File: src/hdl/swqt_pkg.sv
// ----------------------------------------------------------------------------
// swqt_pkg
// Shared codes, defaults and types for the semaphore wait-queue table.
// ----------------------------------------------------------------------------
`timescale 1ns / 1ps
`default_nettype none

package swqt_pkg;

    localparam int MAX_PROCS_DEF = 20;
    localparam int KEY_BITS_DEF  = 32;

    localparam int CMD_W  = 2;
    localparam int STAT_W = 2;
    localparam int PROC_W = 5;
    localparam int SKEY_W = 32;

    localparam logic [CMD_W-1:0] CMD_BLOCK   = 2'd0;
    localparam logic [CMD_W-1:0] CMD_UNFIRST = 2'd1;
    localparam logic [CMD_W-1:0] CMD_UNPROC  = 2'd2;
    localparam logic [CMD_W-1:0] CMD_PEEK    = 2'd3;

    localparam logic [STAT_W-1:0] ST_OK       = 2'd0;
    localparam logic [STAT_W-1:0] ST_FULL     = 2'd1;
    localparam logic [STAT_W-1:0] ST_INVALID  = 2'd2;
    localparam logic [STAT_W-1:0] ST_NOTFOUND = 2'd3;

    // classification of one queued item
    typedef struct packed {
        logic [CMD_W-1:0] cmd;
        logic             inv;   // null key or process out of range
    } t_cls;

endpackage

`default_nettype wire

File: src/hdl/swqt_front.sv
// ----------------------------------------------------------------------------
// swqt_front
// Accepts items, flags malformed requests and holds them in a 2-deep queue.
// ----------------------------------------------------------------------------
`timescale 1ns / 1ps
`default_nettype none

module swqt_front #(
    parameter int MAX_PROCS = 20,
    parameter int KEY_BITS  = 32
) (
    input  wire logic                         i_clk,
    input  wire logic                         i_rst_n,
    input  wire logic                         i_valid,
    output logic                              o_ready,
    input  wire logic [swqt_pkg::CMD_W-1:0]   i_command,
    input  wire logic [swqt_pkg::SKEY_W-1:0]  i_sem_key,
    input  wire logic [swqt_pkg::PROC_W-1:0]  i_proc_id,
    output logic                              o_q_valid,
    input  wire logic                         i_q_pop,
    output swqt_pkg::t_cls                    o_q_cls,
    output logic [KEY_BITS-1:0]               o_q_key,
    output logic [swqt_pkg::PROC_W-1:0]       o_q_pid
);
    import swqt_pkg::*;

    logic [SKEY_W+63:0] w_key_ext;
    logic [KEY_BITS-1:0] w_key;
    logic               w_pid_bad;
    t_cls               w_cls;
    logic               w_push;

    t_cls               r_q_cls [2];
    logic [KEY_BITS-1:0] r_q_key [2];
    logic [PROC_W-1:0]  r_q_pid [2];
    logic               r_wp, r_rp;
    logic [1:0]         r_cnt;

    assign w_key_ext = {64'b0, i_sem_key};
    assign w_key     = w_key_ext[KEY_BITS-1:0];
    assign w_pid_bad = {2'b0, i_proc_id} >= 7'(MAX_PROCS);

    always_comb begin
        w_cls.cmd = i_command;
        unique case (i_command)
            CMD_BLOCK:  w_cls.inv = (w_key == '0) || w_pid_bad;
            CMD_UNPROC: w_cls.inv = w_pid_bad;
            default:    w_cls.inv = (w_key == '0);
        endcase
    end

    assign o_ready   = (r_cnt != 2'd2);
    assign w_push    = i_valid && o_ready;
    assign o_q_valid = (r_cnt != 2'd0);
    assign o_q_cls   = r_q_cls[r_rp];
    assign o_q_key   = r_q_key[r_rp];
    assign o_q_pid   = r_q_pid[r_rp];

    always_ff @(posedge i_clk) begin
        if (!i_rst_n) begin
            r_wp  <= 1'b0;
            r_rp  <= 1'b0;
            r_cnt <= 2'd0;
        end else begin
            if (w_push) begin
                r_q_cls[r_wp] <= w_cls;
                r_q_key[r_wp] <= w_key;
                r_q_pid[r_wp] <= i_proc_id;
                r_wp          <= ~r_wp;
            end
            if (i_q_pop && o_q_valid) begin
                r_rp <= ~r_rp;
            end
            r_cnt <= r_cnt + 2'(w_push) - 2'(i_q_pop && o_q_valid);
        end
    end

endmodule

`default_nettype wire

File: src/hdl/swqt_back.sv
// ----------------------------------------------------------------------------
// swqt_back
// Sequencer over the descriptor table and the per-process link store.
// ----------------------------------------------------------------------------
`timescale 1ns / 1ps
`default_nettype none

module swqt_back #(
    parameter int MAX_PROCS = 20,
    parameter int KEY_BITS  = 32
) (
    input  wire logic                         i_clk,
    input  wire logic                         i_rst_n,
    input  wire logic                         i_q_valid,
    output logic                              o_q_pop,
    input  wire swqt_pkg::t_cls               i_q_cls,
    input  wire logic [KEY_BITS-1:0]          i_q_key,
    input  wire logic [swqt_pkg::PROC_W-1:0]  i_q_pid,
    output logic                              o_valid,
    input  wire logic                         i_ready,
    output logic [swqt_pkg::STAT_W-1:0]       o_status,
    output logic [swqt_pkg::PROC_W-1:0]       o_result_proc,
    output logic                              o_result_valid
);
    import swqt_pkg::*;

    localparam int PW = $clog2(MAX_PROCS);
    localparam int SW = $clog2(MAX_PROCS + 1);

    localparam logic [3:0] S_IDLE   = 4'd0;
    localparam logic [3:0] S_SCAN   = 4'd1;
    localparam logic [3:0] S_APPEND = 4'd2;
    localparam logic [3:0] S_LINK0  = 4'd3;
    localparam logic [3:0] S_POP    = 4'd4;
    localparam logic [3:0] S_POP2   = 4'd5;
    localparam logic [3:0] S_PEEKH  = 4'd6;
    localparam logic [3:0] S_RMV    = 4'd7;
    localparam logic [3:0] S_WALK   = 4'd8;
    localparam logic [3:0] S_CHK    = 4'd9;
    localparam logic [3:0] S_UNLINK = 4'd10;

    logic [3:0]          r_state;
    logic [CMD_W-1:0]    r_cmd;
    logic [KEY_BITS-1:0] r_key;
    logic [PW-1:0]       r_pid, r_d, r_free, r_idx, r_cur, r_prev;
    logic                r_free_ok;
    logic [SW-1:0]       r_steps;

    logic [MAX_PROCS-1:0] r_busy, r_blk;
    logic [KEY_BITS-1:0]  r_dkey [MAX_PROCS];
    logic [PW-1:0]        r_head [MAX_PROCS];
    logic [PW-1:0]        r_tail [MAX_PROCS];
    logic [PW-1:0]        r_link [MAX_PROCS];
    logic [PW-1:0]        r_dix  [MAX_PROCS];

    logic                r_o_valid, r_o_rv;
    logic [STAT_W-1:0]   r_o_status;
    logic [PROC_W-1:0]   r_o_proc;

    logic [PW-1:0] w_qpid, w_fd;
    logic          w_take, w_match, w_fo;

    assign w_qpid  = PW'(i_q_pid);
    assign w_take  = (r_state == S_IDLE) && i_q_valid && !r_o_valid;
    assign o_q_pop = w_take;
    assign w_match = r_busy[r_idx] && (r_dkey[r_idx] == r_key);
    assign w_fo    = r_free_ok || !r_busy[r_idx];
    assign w_fd    = r_free_ok ? r_free : r_idx;

    assign o_valid        = r_o_valid;
    assign o_status       = r_o_status;
    assign o_result_proc  = r_o_proc;
    assign o_result_valid = r_o_rv;

    always_ff @(posedge i_clk) begin
        if (!i_rst_n) begin
            r_state   <= S_IDLE;
            r_o_valid <= 1'b0;
            r_busy    <= '0;
            r_blk     <= '0;
        end else begin
            if (r_o_valid && i_ready) begin
                r_o_valid <= 1'b0;
            end
            unique case (r_state)
                S_IDLE: begin
                    if (w_take) begin
                        r_cmd     <= i_q_cls.cmd;
                        r_key     <= i_q_key;
                        r_pid     <= w_qpid;
                        r_idx     <= '0;
                        r_free_ok <= 1'b0;
                        if (i_q_cls.inv) begin
                            r_o_valid <= 1'b1; r_o_status <= ST_INVALID;
                            r_o_proc <= '0; r_o_rv <= 1'b0;
                        end else begin
                            unique case (i_q_cls.cmd)
                                CMD_BLOCK: begin
                                    if (r_blk[w_qpid]) begin
                                        r_o_valid <= 1'b1; r_o_status <= ST_INVALID;
                                        r_o_proc <= '0; r_o_rv <= 1'b0;
                                    end else begin
                                        r_state <= S_SCAN;
                                    end
                                end
                                CMD_UNPROC: begin
                                    if (!r_blk[w_qpid]) begin
                                        r_o_valid <= 1'b1; r_o_status <= ST_NOTFOUND;
                                        r_o_proc <= '0; r_o_rv <= 1'b0;
                                    end else begin
                                        r_d     <= r_dix[w_qpid];
                                        r_state <= S_RMV;
                                    end
                                end
                                default: r_state <= S_SCAN;
                            endcase
                        end
                    end
                end
                S_SCAN: begin
                    if (w_match) begin
                        r_d <= r_idx;
                        unique case (r_cmd)
                            CMD_BLOCK:   r_state <= S_APPEND;
                            CMD_UNFIRST: r_state <= S_POP;
                            default:     r_state <= S_PEEKH;
                        endcase
                    end else if (r_idx == PW'(MAX_PROCS - 1)) begin
                        if (r_cmd == CMD_BLOCK && w_fo) begin
                            r_busy[w_fd] <= 1'b1;
                            r_dkey[w_fd] <= r_key;
                            r_head[w_fd] <= r_pid;
                            r_tail[w_fd] <= r_pid;
                            r_blk[r_pid] <= 1'b1;
                            r_dix[r_pid] <= w_fd;
                            r_state      <= S_LINK0;
                        end else begin
                            r_o_valid  <= 1'b1;
                            r_o_status <= (r_cmd == CMD_BLOCK) ? ST_FULL : ST_NOTFOUND;
                            r_o_proc   <= '0; r_o_rv <= 1'b0;
                            r_state    <= S_IDLE;
                        end
                    end else begin
                        if (!r_busy[r_idx] && !r_free_ok) begin
                            r_free    <= r_idx;
                            r_free_ok <= 1'b1;
                        end
                        r_idx <= r_idx + 1'b1;
                    end
                end
                S_APPEND: begin
                    r_link[r_tail[r_d]] <= r_pid;
                    r_tail[r_d]         <= r_pid;
                    r_blk[r_pid]        <= 1'b1;
                    r_dix[r_pid]        <= r_d;
                    r_state             <= S_LINK0;
                end
                S_LINK0: begin
                    r_link[r_pid] <= '0;
                    r_o_valid <= 1'b1; r_o_status <= ST_OK;
                    r_o_proc <= '0; r_o_rv <= 1'b0;
                    r_state <= S_IDLE;
                end
                S_POP: begin
                    r_cur   <= r_head[r_d];
                    r_state <= S_POP2;
                end
                S_POP2: begin
                    r_blk[r_cur] <= 1'b0;
                    if (r_tail[r_d] == r_cur) begin
                        r_busy[r_d] <= 1'b0;
                    end else begin
                        r_head[r_d] <= r_link[r_cur];
                    end
                    r_o_valid <= 1'b1; r_o_status <= ST_OK;
                    r_o_proc <= PROC_W'(r_cur); r_o_rv <= 1'b1;
                    r_state <= S_IDLE;
                end
                S_PEEKH: begin
                    r_o_valid <= 1'b1; r_o_status <= ST_OK;
                    r_o_proc <= PROC_W'(r_head[r_d]); r_o_rv <= 1'b1;
                    r_state <= S_IDLE;
                end
                S_RMV: begin
                    if (!r_busy[r_d]) begin
                        r_o_valid <= 1'b1; r_o_status <= ST_NOTFOUND;
                        r_o_proc <= '0; r_o_rv <= 1'b0;
                        r_state <= S_IDLE;
                    end else if (r_head[r_d] == r_pid) begin
                        r_cur   <= r_pid;
                        r_state <= S_POP2;
                    end else begin
                        r_prev  <= r_head[r_d];
                        r_steps <= '0;
                        r_state <= S_WALK;
                    end
                end
                S_WALK: begin
                    if (r_steps == SW'(MAX_PROCS) || r_prev == r_tail[r_d]) begin
                        r_o_valid <= 1'b1; r_o_status <= ST_NOTFOUND;
                        r_o_proc <= '0; r_o_rv <= 1'b0;
                        r_state <= S_IDLE;
                    end else begin
                        r_cur   <= r_link[r_prev];
                        r_state <= S_CHK;
                    end
                end
                S_CHK: begin
                    if (r_cur == r_pid) begin
                        r_state <= S_UNLINK;
                    end else begin
                        r_prev  <= r_cur;
                        r_steps <= r_steps + 1'b1;
                        r_state <= S_WALK;
                    end
                end
                S_UNLINK: begin
                    r_link[r_prev] <= r_link[r_pid];
                    if (r_tail[r_d] == r_pid) begin
                        r_tail[r_d] <= r_prev;
                    end
                    r_blk[r_pid] <= 1'b0;
                    r_o_valid <= 1'b1; r_o_status <= ST_OK;
                    r_o_proc <= PROC_W'(r_pid); r_o_rv <= 1'b1;
                    r_state <= S_IDLE;
                end
                default: r_state <= S_IDLE;
            endcase
        end
    end

`ifndef NO_ASSERTIONS
    a_rv_ok: assert property (@(posedge i_clk) disable iff (!i_rst_n)
        r_o_valid |-> (!r_o_rv || r_o_status == ST_OK))
        else $error("result process without ok status");
    a_no_take_busy: assert property (@(posedge i_clk) disable iff (!i_rst_n)
        (r_o_valid && !i_ready) |-> !o_q_pop)
        else $error("item taken while result pending");
    a_unlink_clears: assert property (@(posedge i_clk) disable iff (!i_rst_n)
        (r_state == S_UNLINK) |=> !r_blk[$past(r_pid)])
        else $error("removed process still blocked");
    a_link_done: assert property (@(posedge i_clk) disable iff (!i_rst_n)
        (r_state == S_LINK0) |=> (r_blk[$past(r_pid)] && r_o_valid))
        else $error("block did not complete");
`endif

endmodule

`default_nettype wire

File: src/hdl/semaphore_wait_queue_table.sv
// ----------------------------------------------------------------------------
// semaphore_wait_queue_table
// Table of semaphore descriptors, each with a FIFO of blocked processes.
// ----------------------------------------------------------------------------
// Usage:
//  Input channel (i_valid/o_ready) carries one command item: block,
//  unblock first, unblock a given process, or peek at the head.
//  Output channel (o_valid/i_ready) returns exactly one result item per
//  command: status, process id and a flag saying the id is meaningful.
//  A front stage checks for a null key or an out-of-range process and
//  parks items in a two-deep queue; a back sequencer walks the table.
//  Malformed or double-block items are answered from the idle state.
//  Block, unblock-first and peek scan descriptors one per cycle.
//  Unblock-process walks the wait list link by link, through a walk
//  state and a check state for each link. The sequencer finishes one
//  item before it takes the next.
//  Reset clears the control state and the busy and blocked flags; other
//  stores are written before they are read. A stalled receiver holds the
//  result register, and the sequencer takes no new item until it drains;
//  the front queue keeps accepting until its two slots are full.
// ----------------------------------------------------------------------------
`timescale 1ns / 1ps
`default_nettype none

module semaphore_wait_queue_table #(
    parameter int MAX_PROCS = swqt_pkg::MAX_PROCS_DEF,
    parameter int KEY_BITS  = swqt_pkg::KEY_BITS_DEF
) (
    input  wire logic                         i_clk,
    input  wire logic                         i_rst_n,
    input  wire logic                         i_valid,
    output logic                              o_ready,
    input  wire logic [swqt_pkg::CMD_W-1:0]   i_command,
    input  wire logic [swqt_pkg::SKEY_W-1:0]  i_sem_key,
    input  wire logic [swqt_pkg::PROC_W-1:0]  i_proc_id,
    output logic                              o_valid,
    input  wire logic                         i_ready,
    output logic [swqt_pkg::STAT_W-1:0]       o_status,
    output logic [swqt_pkg::PROC_W-1:0]       o_result_proc,
    output logic                              o_result_valid
);
    import swqt_pkg::*;

    // queue head between front and back
    logic                q_valid, q_pop;
    t_cls                q_cls;
    logic [KEY_BITS-1:0] q_key;
    logic [PROC_W-1:0]   q_pid;

    swqt_front #(.MAX_PROCS(MAX_PROCS), .KEY_BITS(KEY_BITS)) u_front (
        .i_clk(i_clk), .i_rst_n(i_rst_n),
        .i_valid(i_valid), .o_ready(o_ready),
        .i_command(i_command), .i_sem_key(i_sem_key), .i_proc_id(i_proc_id),
        .o_q_valid(q_valid), .i_q_pop(q_pop),
        .o_q_cls(q_cls), .o_q_key(q_key), .o_q_pid(q_pid)
    );

    swqt_back #(.MAX_PROCS(MAX_PROCS), .KEY_BITS(KEY_BITS)) u_back (
        .i_clk(i_clk), .i_rst_n(i_rst_n),
        .i_q_valid(q_valid), .o_q_pop(q_pop),
        .i_q_cls(q_cls), .i_q_key(q_key), .i_q_pid(q_pid),
        .o_valid(o_valid), .i_ready(i_ready),
        .o_status(o_status), .o_result_proc(o_result_proc),
        .o_result_valid(o_result_valid)
    );

endmodule

`default_nettype wire
File: config.mk
export PLATFORM = sky130hd
export DESIGN_NAME = semaphore_wait_queue_table
export DESIGN_NICKNAME = d
export VERILOG_FILES = /design/src/hdl/swqt_pkg.sv /design/src/hdl/swqt_front.sv /design/src/hdl/swqt_back.sv /design/src/hdl/semaphore_wait_queue_table.sv
export SDC_FILE = /design/constraint.sdc
export NUM_CORES = 2
export LEC_CHECK = 0
export BUFFER_PORTS_ARGS = -buffer_cell sky130_fd_sc_hd__buf_4
export CAP_MARGIN = 20
export CELL_PAD_IN_SITES_DETAIL_PLACEMENT = 0
export CELL_PAD_IN_SITES_GLOBAL_PLACEMENT = 1
export CORE_ASPECT_RATIO = 1.2
export CORE_MARGIN = 3
export CORE_UTILIZATION = 49
export CTS_CLUSTER_SIZE = 28
export DETAILED_ROUTE_END_ITERATION = 10
export GPL_ROUTABILITY_DRIVEN = 0
export PLACE_DENSITY = 0.79
export SLEW_MARGIN = 20
export SYNTH_ARGS = -nofsm -noshare
export SYNTH_HDL_FRONTEND = slang
export SYNTH_SLANG_ARGS = --single-unit
File: constraint.sdc
create_clock -name i_clk -period 5.1 [get_ports i_clk]
set_clock_uncertainty 0.1 [all_clocks]
set_input_delay 0.51 -clock i_clk [delete_from_list [all_inputs] [get_ports i_clk]]
set_output_delay 0.51 -clock i_clk [all_outputs]
set_load 0.005 [all_outputs]
==> run_summary.xml <==
<?xml version="1.0" encoding="UTF-8"?>
<metrics>
  <group name="logic_synthesis">
    <metric name="postSynth.topFlopCell" unit="">edfxtp_1</metric>
    <metric name="synth_fp_nets" unit="">3317</metric>
    <metric name="seq_area_frac_synth" unit="%">69.1</metric>
    <metric name="synth-warning-count" unit="">0</metric>
    <metric name="yosys.area.top_type" unit="">edfxtp_1</metric>
    <metric name="synth_edf_count" unit="">1198</metric>
    <metric name="syn-instance-count" unit="">3269</metric>
    <metric name="syn-mean-instance-area" unit="sq um">16.6</metric>
    <metric name="yosys_register_bits" unit="">1273</metric>
    <metric name="netlist_area" unit="sq um">54300</metric>
    <metric name="synth_top_area_share" unit="%">66.3</metric>
    <metric name="ys_top_cells_by_area" unit="">edfxtp_1, mux4_2, mux2i_1</metric>
    <metric name="postSynth.asyncResetShare" unit="%">0</metric>
    <metric name="netlist-cell-type-count" unit="">81</metric>
  </group>
  <group name="grt">
    <metric name="grt_max_degree" unit="">56</metric>
    <metric name="grt_antenna_before_repair" unit="">2</metric>
    <metric name="grt_overflow" unit="">0</metric>
    <metric name="wire_length_of_the_first_global_routing_pass" unit="mm">205</metric>
    <metric name="first_global_vias" unit="">31200</metric>
    <metric name="globalRouteTotalUtil" unit="%">24.4</metric>
  </group>
  <group name="floorplanning">
    <metric name="ios" unit="">53</metric>
    <metric name="core_region_area" unit="sq um">110000</metric>
    <metric name="placement_rows" unit="">133</metric>
    <metric name="starting_utilization_of_the_core_area" unit="%">49.5</metric>
    <metric name="die_area" unit="sq um">115000</metric>
    <metric name="floorplan.die.height" unit="um">371</metric>
    <metric name="fp.dieW" unit="um">310</metric>
  </group>
  <group name="status">
    <metric name="status" unit="">finished, final reports clean</metric>
  </group>
  <group name="clock_tree">
    <metric name="clock_tree.buffer_depth" unit="">3</metric>
    <metric name="number_of_levels_in_the_clock_h_tree" unit="">3</metric>
    <metric name="tritoncts_clock_tree" unit="">done</metric>
    <metric name="insertion_delay" unit="ns">0.75</metric>
    <metric name="total_cts_buffers" unit="">119</metric>
    <metric name="cts-root-buf" unit="">clkbuf_16</metric>
    <metric name="clock_sink_count" unit="">1273</metric>
    <metric name="worst_setup_hold_path_clk_slew" unit="ns">0.06</metric>
  </group>
  <group name="placement">
    <metric name="io_buffers" unit="">52</metric>
    <metric name="dp_cells" unit="">4717</metric>
    <metric name="detailed_place_hpwl" unit="mm">93.2</metric>
    <metric name="detailedPlace.worstSlack" unit="ns">-0.104</metric>
  </group>
  <group name="finish">
    <metric name="finish.utilization" unit="%">56.5</metric>
    <metric name="drive_above_1_share" unit="%">23.1</metric>
    <metric name="most_frequent_standard_cell_in_the_layout_excluding_fill_and_tap_cells" unit="">edfxtp_1</metric>
    <metric name="area_delta_synth_final" unit="%">14.3</metric>
    <metric name="post_layout_nonfiller_instances" unit="">4978</metric>
    <metric name="finish.net_count" unit="">3512</metric>
    <metric name="most-common-layout-cells" unit="">edfxtp_1, mux4_2, nand2_1</metric>
  </group>
  <group name="sta">
    <metric name="period_minus_slack" unit="ns">4.94</metric>
    <metric name="timing_hold_violations_final" unit="">0</metric>
    <metric name="fmax" unit="GHz">0.203</metric>
    <metric name="max_slew_margin" unit="%">25.0</metric>
    <metric name="setup_slack" unit="ns">0.162</metric>
    <metric name="setup_total_negative_slack" unit="ns">0</metric>
    <metric name="setup-violations-final" unit="">0</metric>
    <metric name="timing_worst_slew_pin_value" unit="ns">1.12</metric>
    <metric name="grt_setup_unrepaired" unit="">false</metric>
    <metric name="hold_slack" unit="ns">0.149</metric>
    <metric name="final.period_utilization" unit="%">96.8</metric>
    <metric name="timing_max_transition_violations_final" unit="">0</metric>
  </group>
  <group name="worst_setup_path">
    <metric name="critPathKind" unit="">flip-flop to flip-flop</metric>
    <metric name="worstSetupStartpointType" unit="">flip-flop</metric>
    <metric name="worstPathRequired" unit="ns">5.43</metric>
    <metric name="timing.critical_path.to_type" unit="">flip-flop</metric>
    <metric name="reg2reg_slack" unit="ns">0.16</metric>
    <metric name="critical_path_peak_fanout" unit="">26</metric>
    <metric name="worst-endpoint-arrival" unit="ns">5.27</metric>
  </group>
  <group name="drt">
    <metric name="route.detailed.vias_per_inst" unit="">6.24</metric>
    <metric name="route.antenna.remaining_nets" unit="">0</metric>
    <metric name="num_vias" unit="">31100</metric>
    <metric name="drt_iter0_markers" unit="">3868</metric>
    <metric name="drt-wirelength-per-cell" unit="um">27.9</metric>
    <metric name="drc_errors" unit="">0</metric>
    <metric name="firstDrtPassIters" unit="">6</metric>
    <metric name="drt_wl_total" unit="mm">139</metric>
  </group>
  <group name="run">
    <metric name="max_cap_viol_count" unit="">0</metric>
  </group>
  <group name="pwr">
    <metric name="p_per_area" unit="nW/um^2">498</metric>
    <metric name="ir_drop" unit="V">0.000345</metric>
    <metric name="power.static_leakage" unit="nW">20.2</metric>
  </group>
  <group name="hold_path">
    <metric name="type_of_the_tightest_min_delay_check" unit="">input port to flip-flop</metric>
  </group>
</metrics>
[state kept, by name (all words and copies together), names as in the netlist, 4 cells and up, named ones only]
register              flops
u_back.r_blk             20
u_back.r_steps            5
u_back.r_state            4
u_back.o_result_proc      5
u_back.r_head           100
u_front.r_q_key          64
u_back.r_dix            100
u_back.r_prev             5
u_back.r_dkey           640
u_back.r_cur              5
u_back.r_idx              5
u_back.r_key             32
u_back.r_tail           100
u_back.r_link           100
u_back.r_busy            20
u_back.r_d                5
u_front.r_q_cls           6
u_back.r_free             5
u_front.r_q_pid          10
u_back.r_pid              5
[metrics by stage]
step	instance area [sq um]	total power, mW
after detailed placement	57500	21.8
after CTS	61900	31.0
after global routing	62000	32.1
after global placement	57500	21.8
final	62000	30.9
after floorplan	54300	18.7
[timing repair]
action | CTS | global route
endpoints found under the hold margin | 78 | 0
endpoints found under the setup margin | 197 | 110
hold buffers | 39 | 0
resized for setup | 1 | 2
pin swaps | 0 | 1
buffers inserted | 0 | 4
[metal layers]
layer	vias up	global-route usage, %	wire length [um]
li1	13400	-	-
met4	0	7.99	4190
met5	-	0	0
met2	1478	41.8	70900
met1	15900	32.2	53600
met3	243	3.31	10400
[where the power goes]
| part | leakage, nW | switching, mW | internal, mW |
|---|---|---|---|
| clock | 1.94 | 3.88 | 5.30 |
| combinational | 6.83 | 4.76 | 3.43 |
| sequential | 11.4 | 0.994 | 12.5 |
[synthesized netlist by cell type (all sizes together) (7+ instances only)]
library cell	n
nor4	16
a21oi	93
inv	48
or2	8
dfxtp	75
nand3	82
mux4	280
mux2	74
o22ai	24
nand2	271
or3	21
nor3b	8
o21ai	88
nor3	23
o211ai	32
and2	17
a211oi	16
nand4	18
mux2i	152
edfxtp	1198
and3	28
o21bai	12
nand2b	26
clkbuf	112
a311oi	16
nor2b	22
buf	83
xnor2	29
o221ai	17
o31ai	7
a22oi	30
xor2	32
nor2	184
a31oi	21
nand3b	10
[critical path, stage by stage, from the launching register on]
cell,delay (ns)
dfxtp_4,0.48
buf_12,0.27
buf_4,0.32
mux4_2,0.38
and3_1,0.22
a41o_1,0.20
a221oi_1,0.50
buf_4,0.22
nor4_1,0.05
nand4_1,0.14
nor4_2,0.10
buf_4,0.16
or3_1,0.45
buf_12,0.17
nor2_4,0.57
buf_12,0.25
[cell type report]
class / instances / area [sq um]
inverter: 51 / 191
sequential: 1273 / 37500
tap: 1417 / 1770
fill: 8235 / 47700
multi-input combinational: 1750 / 15900
antenna: 1 / 2.50
clock inverter: 75 / 951
timing repair buffer: 269 / 2610
clock buffer: 142 / 3100
[path summary, 6_finish.rpt]
check	startpoint	to	cells past startpoint
worst min-delay path	i_rst_n	u_back.r_state[3]	2
worst max-delay path	flip-flop	u_back.r_dkey[14][11]	15
worst min register to register	u_back.r_blk[10]	u_back.r_blk[10]	2
worst max register to register	flip-flop	u_back.r_dkey[14][11]	15
[cells by family (layout without fill, tap and decap cells)]
family / after synthesis / in the layout / synth area share [%]
AND/OR/NAND/NOR: 757 / 757 / 6.58
other: 0 / 1 / 0
flip-flops: 1273 / 1273 / 69.1
AO/OA/AOI/OAI: 421 / 421 / 5.18
adder cells (fa/ha/maj): 5 / 5 / 0.115
XOR/XNOR: 61 / 61 / 0.984
buffers and inverters: 246 / 537 / 2.09
multiplexers: 506 / 506 / 16.0
(Power assumes the default switching activity.)
